File: config.mk
export PLATFORM = sky130hd
export DESIGN_NAME = centered_boxcar_average
export DESIGN_NICKNAME = d
export VERILOG_FILES = /design/src/rtl/cba_pkg.sv /design/src/rtl/centered_boxcar_average.sv
export SDC_FILE = /design/constraint.sdc
export NUM_CORES = 2
export LEC_CHECK = 0
export BUFFER_PORTS_ARGS = -buffer_cell sky130_fd_sc_hd__buf_4
export CAP_MARGIN = 10
export CORE_AREA = 2 2 313 284
export DETAILED_ROUTE_END_ITERATION = 10
export DIE_AREA = 0 0 315 286
export GPL_ROUTABILITY_DRIVEN = 0
export HOLD_SLACK_MARGIN = 0.02
export MAX_ROUTING_LAYER = met4
export PLACE_DENSITY = 0.65
export SLEW_MARGIN = 20
export SYNTH_ARGS = -nofsm -noshare
export SYNTH_HDL_FRONTEND = slang
export SYNTH_SLANG_ARGS = --single-unit
File: constraint.sdc
create_clock -name clk -period 7.95 [get_ports clk]
set_input_delay 1.59 -clock clk [delete_from_list [all_inputs] [get_ports clk]]
set_output_delay 1.59 -clock clk [all_outputs]
set_load 0.02 [all_outputs]
File: src/rtl/cba_pkg.sv
// Package for the centered boxcar average block.
// Holds the fixed field widths and register reset value; no dependencies.
`default_nettype none

package cba_pkg;

  localparam int unsigned KW = 4;
  localparam int unsigned MW = 5;

  localparam logic [KW-1:0] HALF_WIDTH_RESET = 4'd2;

endpackage

`default_nettype wire

File: src/rtl/centered_boxcar_average.sv
// Centered boxcar (moving average) filter over records of signed samples.
// Uses cba_pkg; the sample ring is a one-port-write, one-port-read synchronous memory.
//
// Usage:
//   in_*  : one sample per beat, tdata = sample (low SAMPLE_BITS), tlast = last of record.
//   out_* : one result per beat, tdata = value (low SAMPLE_BITS), tuser = averaged,
//           tlast = last result of the record.
//   cfg_* : writes half_width K (clamped to MAX_HALF_WIDTH); the window is 2K+1.
//           A write abandons any record in progress. Write only while idle.
// Output j appears while sample j+K is processed; the final sample of a record
// also flushes the last min(count, K) raw samples, oldest first.
// Timing: one sample at a time. A sample that yields a window mean passes through
// the restoring divider that retires one quotient bit per cycle; a raw sample and a
// silent one skip the divider, and the final sample of a record goes on to emit
// each flushed result in turn.
// Reset clears K to 2 and empties the record state; the ring needs no clearing.
// A stalled receiver holds the result in the output register; the next sample is
// still taken, and processing waits only when a new result finds that register full.
`default_nettype none

module centered_boxcar_average
  import cba_pkg::*;
#(
  parameter int MAX_HALF_WIDTH = 15,
  parameter int SAMPLE_BITS    = 24
) (
  input  wire logic                                 clk,
  input  wire logic                                 rst_n,
  input  wire logic                                 in_tvalid,
  output logic                                      in_tready,
  input  wire logic [((SAMPLE_BITS+7)/8)*8-1:0]     in_tdata,   // sample
  input  wire logic                                 in_tlast,
  output logic                                      out_tvalid,
  input  wire logic                                 out_tready,
  output logic      [((SAMPLE_BITS+7)/8)*8-1:0]     out_tdata,  // value
  output logic                                      out_tuser,  // averaged
  output logic                                      out_tlast,
  input  wire logic                                 cfg_valid,
  output logic                                      cfg_ready,
  input  wire logic [KW-1:0]                        cfg_data    // half_width
);

  localparam int S          = SAMPLE_BITS;
  localparam int TW         = ((SAMPLE_BITS + 7) / 8) * 8;
  localparam int RING_DEPTH = 2 * MAX_HALF_WIDTH + 1;
  localparam int AW         = $clog2(RING_DEPTH);
  localparam int SW         = SAMPLE_BITS + MW;
  localparam int CW         = $clog2(SW + 1);

  typedef enum logic [3:0] {
    S_IDLE, S_RD, S_DAT, S_PREP, S_DIV, S_EMM, S_EMR, S_FCHK, S_FRD, S_FEM
  } state_t;

  state_t                 state_r;
  logic [KW-1:0]          hw_r;
  logic [MW-1:0]          ptr_r;
  logic [MW-1:0]          seen_r;
  logic signed [SW-1:0]   sum_r;
  logic [S-1:0]           x_r;
  logic                   last_r;
  logic                   sat_r;
  logic                   emit_r;
  logic [KW-1:0]          fcnt_r;
  logic [SW-1:0]          num_r;
  logic [MW:0]            rem_r;
  logic                   neg_r;
  logic [CW-1:0]          cnt_r;
  logic                   out_tvalid_r;
  logic [S-1:0]           out_val_r;
  logic                   out_avg_r;
  logic                   out_last_r;

  logic [S-1:0]           ring_mem [RING_DEPTH];
  logic [S-1:0]           ring_q;
  logic                   ring_ren;
  logic [MW-1:0]          ring_raddr;
  logic [MW-1:0]          ptr_inc;

  logic [KW-1:0]          k;
  logic [MW-1:0]          m;
  logic [MW-1:0]          k2;
  logic                   in_acc;
  logic                   out_free;
  logic                   out_load;
  logic                   acc_sat;
  logic [MW-1:0]          acc_seen;
  logic [KW-1:0]          acc_fcnt;
  logic signed [SW-1:0]   x_ext;
  logic signed [SW-1:0]   ring_ext;
  logic signed [SW-1:0]   win_sum;
  logic [SW-1:0]          num_abs;
  logic [MW+1:0]          rem_sh;
  logic [MW+1:0]          div_d;
  logic                   div_ge;
  logic [S-1:0]           mean_mag;

  function automatic logic [MW-1:0] ring_sub(input logic [MW-1:0] a, input logic [MW-1:0] b,
                                             input logic [MW-1:0] mod);
    logic [MW:0] t;
    t = {1'b0, a} - {1'b0, b};
    if (a < b) begin
      t = t + {1'b0, mod};
    end
    return t[MW-1:0];
  endfunction

  assign k        = (32'(hw_r) > MAX_HALF_WIDTH) ? KW'(MAX_HALF_WIDTH) : hw_r;
  assign m        = {k, 1'b1};
  assign k2       = {k, 1'b0};
  assign in_tready = (state_r == S_IDLE) && !cfg_valid;
  assign in_acc   = in_tvalid && in_tready;
  assign cfg_ready = (state_r == S_IDLE);
  assign out_free = !out_tvalid_r || out_tready;
  assign out_load = out_free &&
                    ((state_r == S_EMM) || (state_r == S_EMR) || (state_r == S_FEM));
  assign ptr_inc  = (ptr_r + 1'b1 == m) ? '0 : ptr_r + 1'b1;

  assign acc_sat  = (seen_r >= k2);
  assign acc_seen = acc_sat ? seen_r : seen_r + 1'b1;
  assign acc_fcnt = !in_tlast ? '0 : ((acc_seen > {1'b0, k}) ? k : acc_seen[KW-1:0]);

  assign x_ext    = {{MW{x_r[S-1]}}, x_r};
  assign ring_ext = (k == '0) ? x_ext : {{MW{ring_q[S-1]}}, ring_q};
  assign win_sum  = sum_r + x_ext;
  assign num_abs  = num_r[SW-1] ? (~num_r + 1'b1) : num_r;
  assign div_d    = {1'b0, m, 1'b0};
  assign rem_sh   = {rem_r, num_r[SW-1]};
  assign div_ge   = (rem_sh >= div_d);
  assign mean_mag = neg_r ? (~num_r[S-1:0] + 1'b1) : num_r[S-1:0];

  always_comb begin
    ring_ren   = 1'b0;
    ring_raddr = ptr_r;
    case (state_r)
      S_RD: begin
        ring_ren   = 1'b1;
        ring_raddr = sat_r ? ptr_inc : ring_sub(ptr_r, {1'b0, k}, m);
      end
      S_FRD: begin
        ring_ren   = 1'b1;
        ring_raddr = ring_sub(ptr_r, {1'b0, fcnt_r - 1'b1}, m);
      end
      default: begin
        ring_ren   = 1'b0;
      end
    endcase
  end

  always_ff @(posedge clk) begin
    if (in_acc) begin
      ring_mem[AW'(ptr_r)] <= in_tdata[S-1:0];
    end
    if (ring_ren) begin
      ring_q <= ring_mem[AW'(ring_raddr)];
    end
  end

  always_ff @(posedge clk) begin
    if (!rst_n) begin
      state_r      <= S_IDLE;
      hw_r         <= HALF_WIDTH_RESET;
      ptr_r        <= '0;
      seen_r       <= '0;
      sum_r        <= '0;
      out_tvalid_r <= 1'b0;
    end else begin
      if (out_load) begin
        out_tvalid_r <= 1'b1;
      end else if (out_tready) begin
        out_tvalid_r <= 1'b0;
      end
      case (state_r)
        S_IDLE: begin
          if (cfg_valid) begin
            hw_r   <= cfg_data;
            ptr_r  <= '0;
            seen_r <= '0;
            sum_r  <= '0;
          end else if (in_acc) begin
            x_r     <= in_tdata[S-1:0];
            last_r  <= in_tlast;
            sat_r   <= acc_sat;
            emit_r  <= (seen_r >= {1'b0, k});
            fcnt_r  <= acc_fcnt;
            state_r <= S_RD;
          end
        end
        S_RD: begin
          state_r <= S_DAT;
        end
        S_DAT: begin
          if (sat_r) begin
            sum_r   <= win_sum - ring_ext;
            num_r   <= win_sum;
            neg_r   <= win_sum[SW-1];
            state_r <= S_PREP;
          end else begin
            sum_r   <= win_sum;
            seen_r  <= seen_r + 1'b1;
            state_r <= emit_r ? S_EMR : S_FCHK;
          end
        end
        S_PREP: begin
          num_r   <= {num_abs[SW-2:0], 1'b0} + SW'(m);
          rem_r   <= '0;
          cnt_r   <= CW'(SW);
          state_r <= S_DIV;
        end
        S_DIV: begin
          rem_r <= div_ge ? (MW+1)'(rem_sh - div_d) : rem_sh[MW:0];
          num_r <= {num_r[SW-2:0], div_ge};
          cnt_r <= cnt_r - 1'b1;
          if (cnt_r == CW'(1)) begin
            state_r <= S_EMM;
          end
        end
        S_EMM: begin
          if (out_free) begin
            out_val_r    <= mean_mag;
            out_avg_r    <= 1'b1;
            out_last_r   <= last_r && (fcnt_r == '0);
            state_r      <= S_FCHK;
          end
        end
        S_EMR: begin
          if (out_free) begin
            out_val_r    <= ring_q;
            out_avg_r    <= 1'b0;
            out_last_r   <= last_r && (fcnt_r == '0);
            state_r      <= S_FCHK;
          end
        end
        S_FCHK: begin
          if (last_r && (fcnt_r != '0)) begin
            state_r <= S_FRD;
          end else begin
            if (last_r) begin
              ptr_r  <= '0;
              seen_r <= '0;
              sum_r  <= '0;
            end else begin
              ptr_r <= ptr_inc;
            end
            state_r <= S_IDLE;
          end
        end
        S_FRD: begin
          state_r <= S_FEM;
        end
        S_FEM: begin
          if (out_free) begin
            out_val_r    <= ring_q;
            out_avg_r    <= 1'b0;
            out_last_r   <= (fcnt_r == KW'(1));
            fcnt_r       <= fcnt_r - 1'b1;
            state_r      <= S_FCHK;
          end
        end
        default: begin
          state_r <= S_IDLE;
        end
      endcase
    end
  end

  assign out_tvalid = out_tvalid_r;
  assign out_tdata  = TW'(out_val_r);
  assign out_tuser  = out_avg_r;
  assign out_tlast  = out_last_r;

endmodule

`default_nettype wire
==> reports/metrics.csv <==
metric,value,unit
warnings from Yosys,0,
Clock Tree Buf Depth,3,
Clock Tree Root,clkbuf_16,
DRT Pass-1 Iters,7,
min-delay worst type,reg2reg,
"most used cell, CP",a311oi_1,
first-pass GRT wire length,178300,um
critical path capture point type,flop,
dpl cell area,44970,um2
most frequent cells in the layout,"edfxtp_1 (866), nand2_1 (864), nand3_1 (437)",
height of the chip,286,um
post-synthesis sequential area ratio,62.43,%
RSZ-0062 raised after global routing,no,
fmax,172.3,MHz
Avg WL per Cell,23.03,um
peak supply drop,0.2018,mV
max-slew violation count,0,
Via density,6.040,
Die X-Extent,315,um
WP buf/inv,2,
power per cell area,290.5,nW/um2
post-synth top area cell,edfxtp_1,
Mapped Nets,3987,
final period utilization,73.00,%
"Area growth, synth to finish",11.54,%
layout cell share with drive strength beyond 1,9.028,%
CTS tree,built,
Synth async-reset ratio,0,%
Syn Area/Cell,11.20,um2
placed insts,4885,
clock buffer count from CTS,94,
CP max stage delay,0.73,ns
Post-CTS Hold Buffers,0,
H-tree depth,3,
hpwl dp,69640,um
port bufs,62,
worst reg2reg endpoint,ring_q[11],
minimum clock period,5.804,ns
initial antenna violation count,0,
Max-cap violations,0,
# nets final,3959,
pin count of the biggest net entering global routing,169,
Post-DRT Antenna Nets,0,
clock-pin transition on the worst setup and hold timing paths,0.06,ns
Critical Path RT,8.48,ns
"CP delay by family, top",compound AO/OA/AOI/OAI gates,
number of enable flip-flop cells after synthesis,866,
routed vias,30590,
num rows,103,
"most common cell after layout, fill and taps aside",edfxtp_1,
r2r setup slk,2.15,ns
Worst Setup Path Type,reg2reg,
Worst-Skew Late Latency,0.68,ns
reg2reg start,hw_r[1],
count of different cell masters after synthesis,81,
Worst Path Arrival,6.34,ns
n_diodes,0,
Post-Syn Instances,3856,
Finished Cell Area,48180,um2
Post-route DRC,0,
final setup violation count,0,
Max Fanout on Critical Path,55,
"Top FF cell, synth",edfxtp_1,
"FF+latch count, synth",914,
CTS sink cnt,914,
CP max stage cell,a221o_4,
hold worst-path end,sum_r[23],
Starting Density,49.65,%
Startpoint Class,flop,
Layout Cells excl Fill,5065,
Worst R2R Path Depth,15,
"top cells by area, synth","edfxtp_1 (60%), nand2_1 (7.5%), nand3_1 (5.1%)",
hold path start,sum_r[23],
"Critical Path, Cell by Cell",inv_1 > ha_1 > nor2b_1 > o21ai_0 > a21boi_0 > nor3_1 > xnor2_1 > o21ai_0 > a221o_4 > buf_4 > nand2_1 > a311oi_1 > a311oi_1 > a311oi_1 > a31o_2,
Iter 0 DRT Violations,3754,
Post-Synthesis Cell Area,43190,um2
Hold Crit Depth,2,
WL final,116700,um
GRT overflow,0,
Rel. slew slack,24.41,%
vias in the first global route,28720,
Die Area,90090,um2
Slew @ Worst Pin,1.131,ns
Final Skew,0.06406,ns
core area,86990,um2
Synth top area share,60.21,%
Tot GR Track Use,26.66,%
status,completed,
Resize count post-CTS,0,
IO Pins,63,
setup TNS,0,ns
Final Hold Fails,0,
Post-CTS Setup Inserts,0,
Leak,16.84,nW
registers in the layout, summed over array words and instances (netlist names):
signal and count:
ring_mem 744, num_r 29, sum_r 29, out_tdata 24
ring_q 24, x_r 24, rem_r 6, cnt_r 5
ptr_r 5, seen_r 5, fcnt_r 4, hw_r 4
state_r 4, emit_r 1, last_r 1, neg_r 1
out_tlast 1, out_tuser 1, out_tvalid 1, sat_r 1
report_power, final:
part	internal, W	total (W)	switching [W]
sequential	0.00551	0.00577	0.000261
clock	0.00262	0.00452	0.00190
combinational	0.00136	0.00370	0.00234
cells by family after synthesis:
family,Yosys count,share of synthesized area (%)
DFF,914,62.43
and+or+nand+nor,1763,18.13
AOI/OAI and AO/OA,583,9.611
xor gates and xnor gates,145,2.992
buffers and inverters,302,2.665
muxes,48,1.147
adders and majority gates,101,3.024
worst min-delay path, delay by kind of cell (launching register included):
kind | cells | cell delay, ns
simple gates | 1 | 0.05
flops | 1 | 0.34
compound gates | 1 | 0.06
Yosys cell counts (all sizes together) (47+ instances only):
library cell,count
nand3,439
nor2,215
nand2,866
ha,90
xor2,58
xnor2,86
nor3,47
a311oi,101
a21oi,117
inv,66
clkbuf,218
dfxtp,48
o21ai,98
edfxtp,866
per-layer routing:
| layer | up-vias | GRT usage (%) | wire length [um] |
|---|---|---|---|
| met4 | 0 | 6.762 | 2533 |
| met5 | - | - | 0 |
| met3 | 178 | 3.444 | 9136 |
| met1 | 15040 | 37.85 | 51390 |
| met2 | 1229 | 40.77 | 53610 |
| li1 | 14150 | - | - |
how the worst max path moves through the flow:
stage	from	endpoint	slack [ns]	cells past startpoint
6_report	hw_r[1]	ring_q[11]	2.15	15
5_1_grt	hw_r[1]	ring_q[11]	1.61	15
4_1_cts	hw_r[1]	ring_q[11]	2.15	15
3_5_place_dp	hw_r[1]	ring_q[11]	2.15	15
3_3_place_gp	hw_r[0]	ring_q[10]	2.27	17
2_1_floorplan	hw_r[0]	sum_r[19]	2.81	18
through the flow:
stage / total power (W) / setup WS (ns) / util (%) / hold WS, ns
after floorplan: 0.008413 / 2.814 / - / 0.4315
after global placement: 0.009472 / 2.266 / 51.67 / 0.4508
after detailed placement: 0.009497 / 2.147 / 51.70 / 0.4627
after CTS: 0.01399 / 2.147 / 55.34 / 0.4763
after global routing: 0.01464 / 1.613 / 55.39 / 0.5012
final: 0.01400 / 2.146 / 55.39 / 0.4735
final cells by class:
| type | count | area [um2] |
|---|---|---|
| fill | 7324 | 38810 |
| multi-input combinational | 2640 | 15400 |
| clock inverter | 57 | 643.1 |
| clock buffer | 121 | 2526 |
| inverter | 66 | 247.7 |
| timing repair buffer | 112 | 953.4 |
| tap | 1155 | 1445 |
| sequential | 914 | 26970 |
Note: power is estimated with default switching activity, not from simulation.
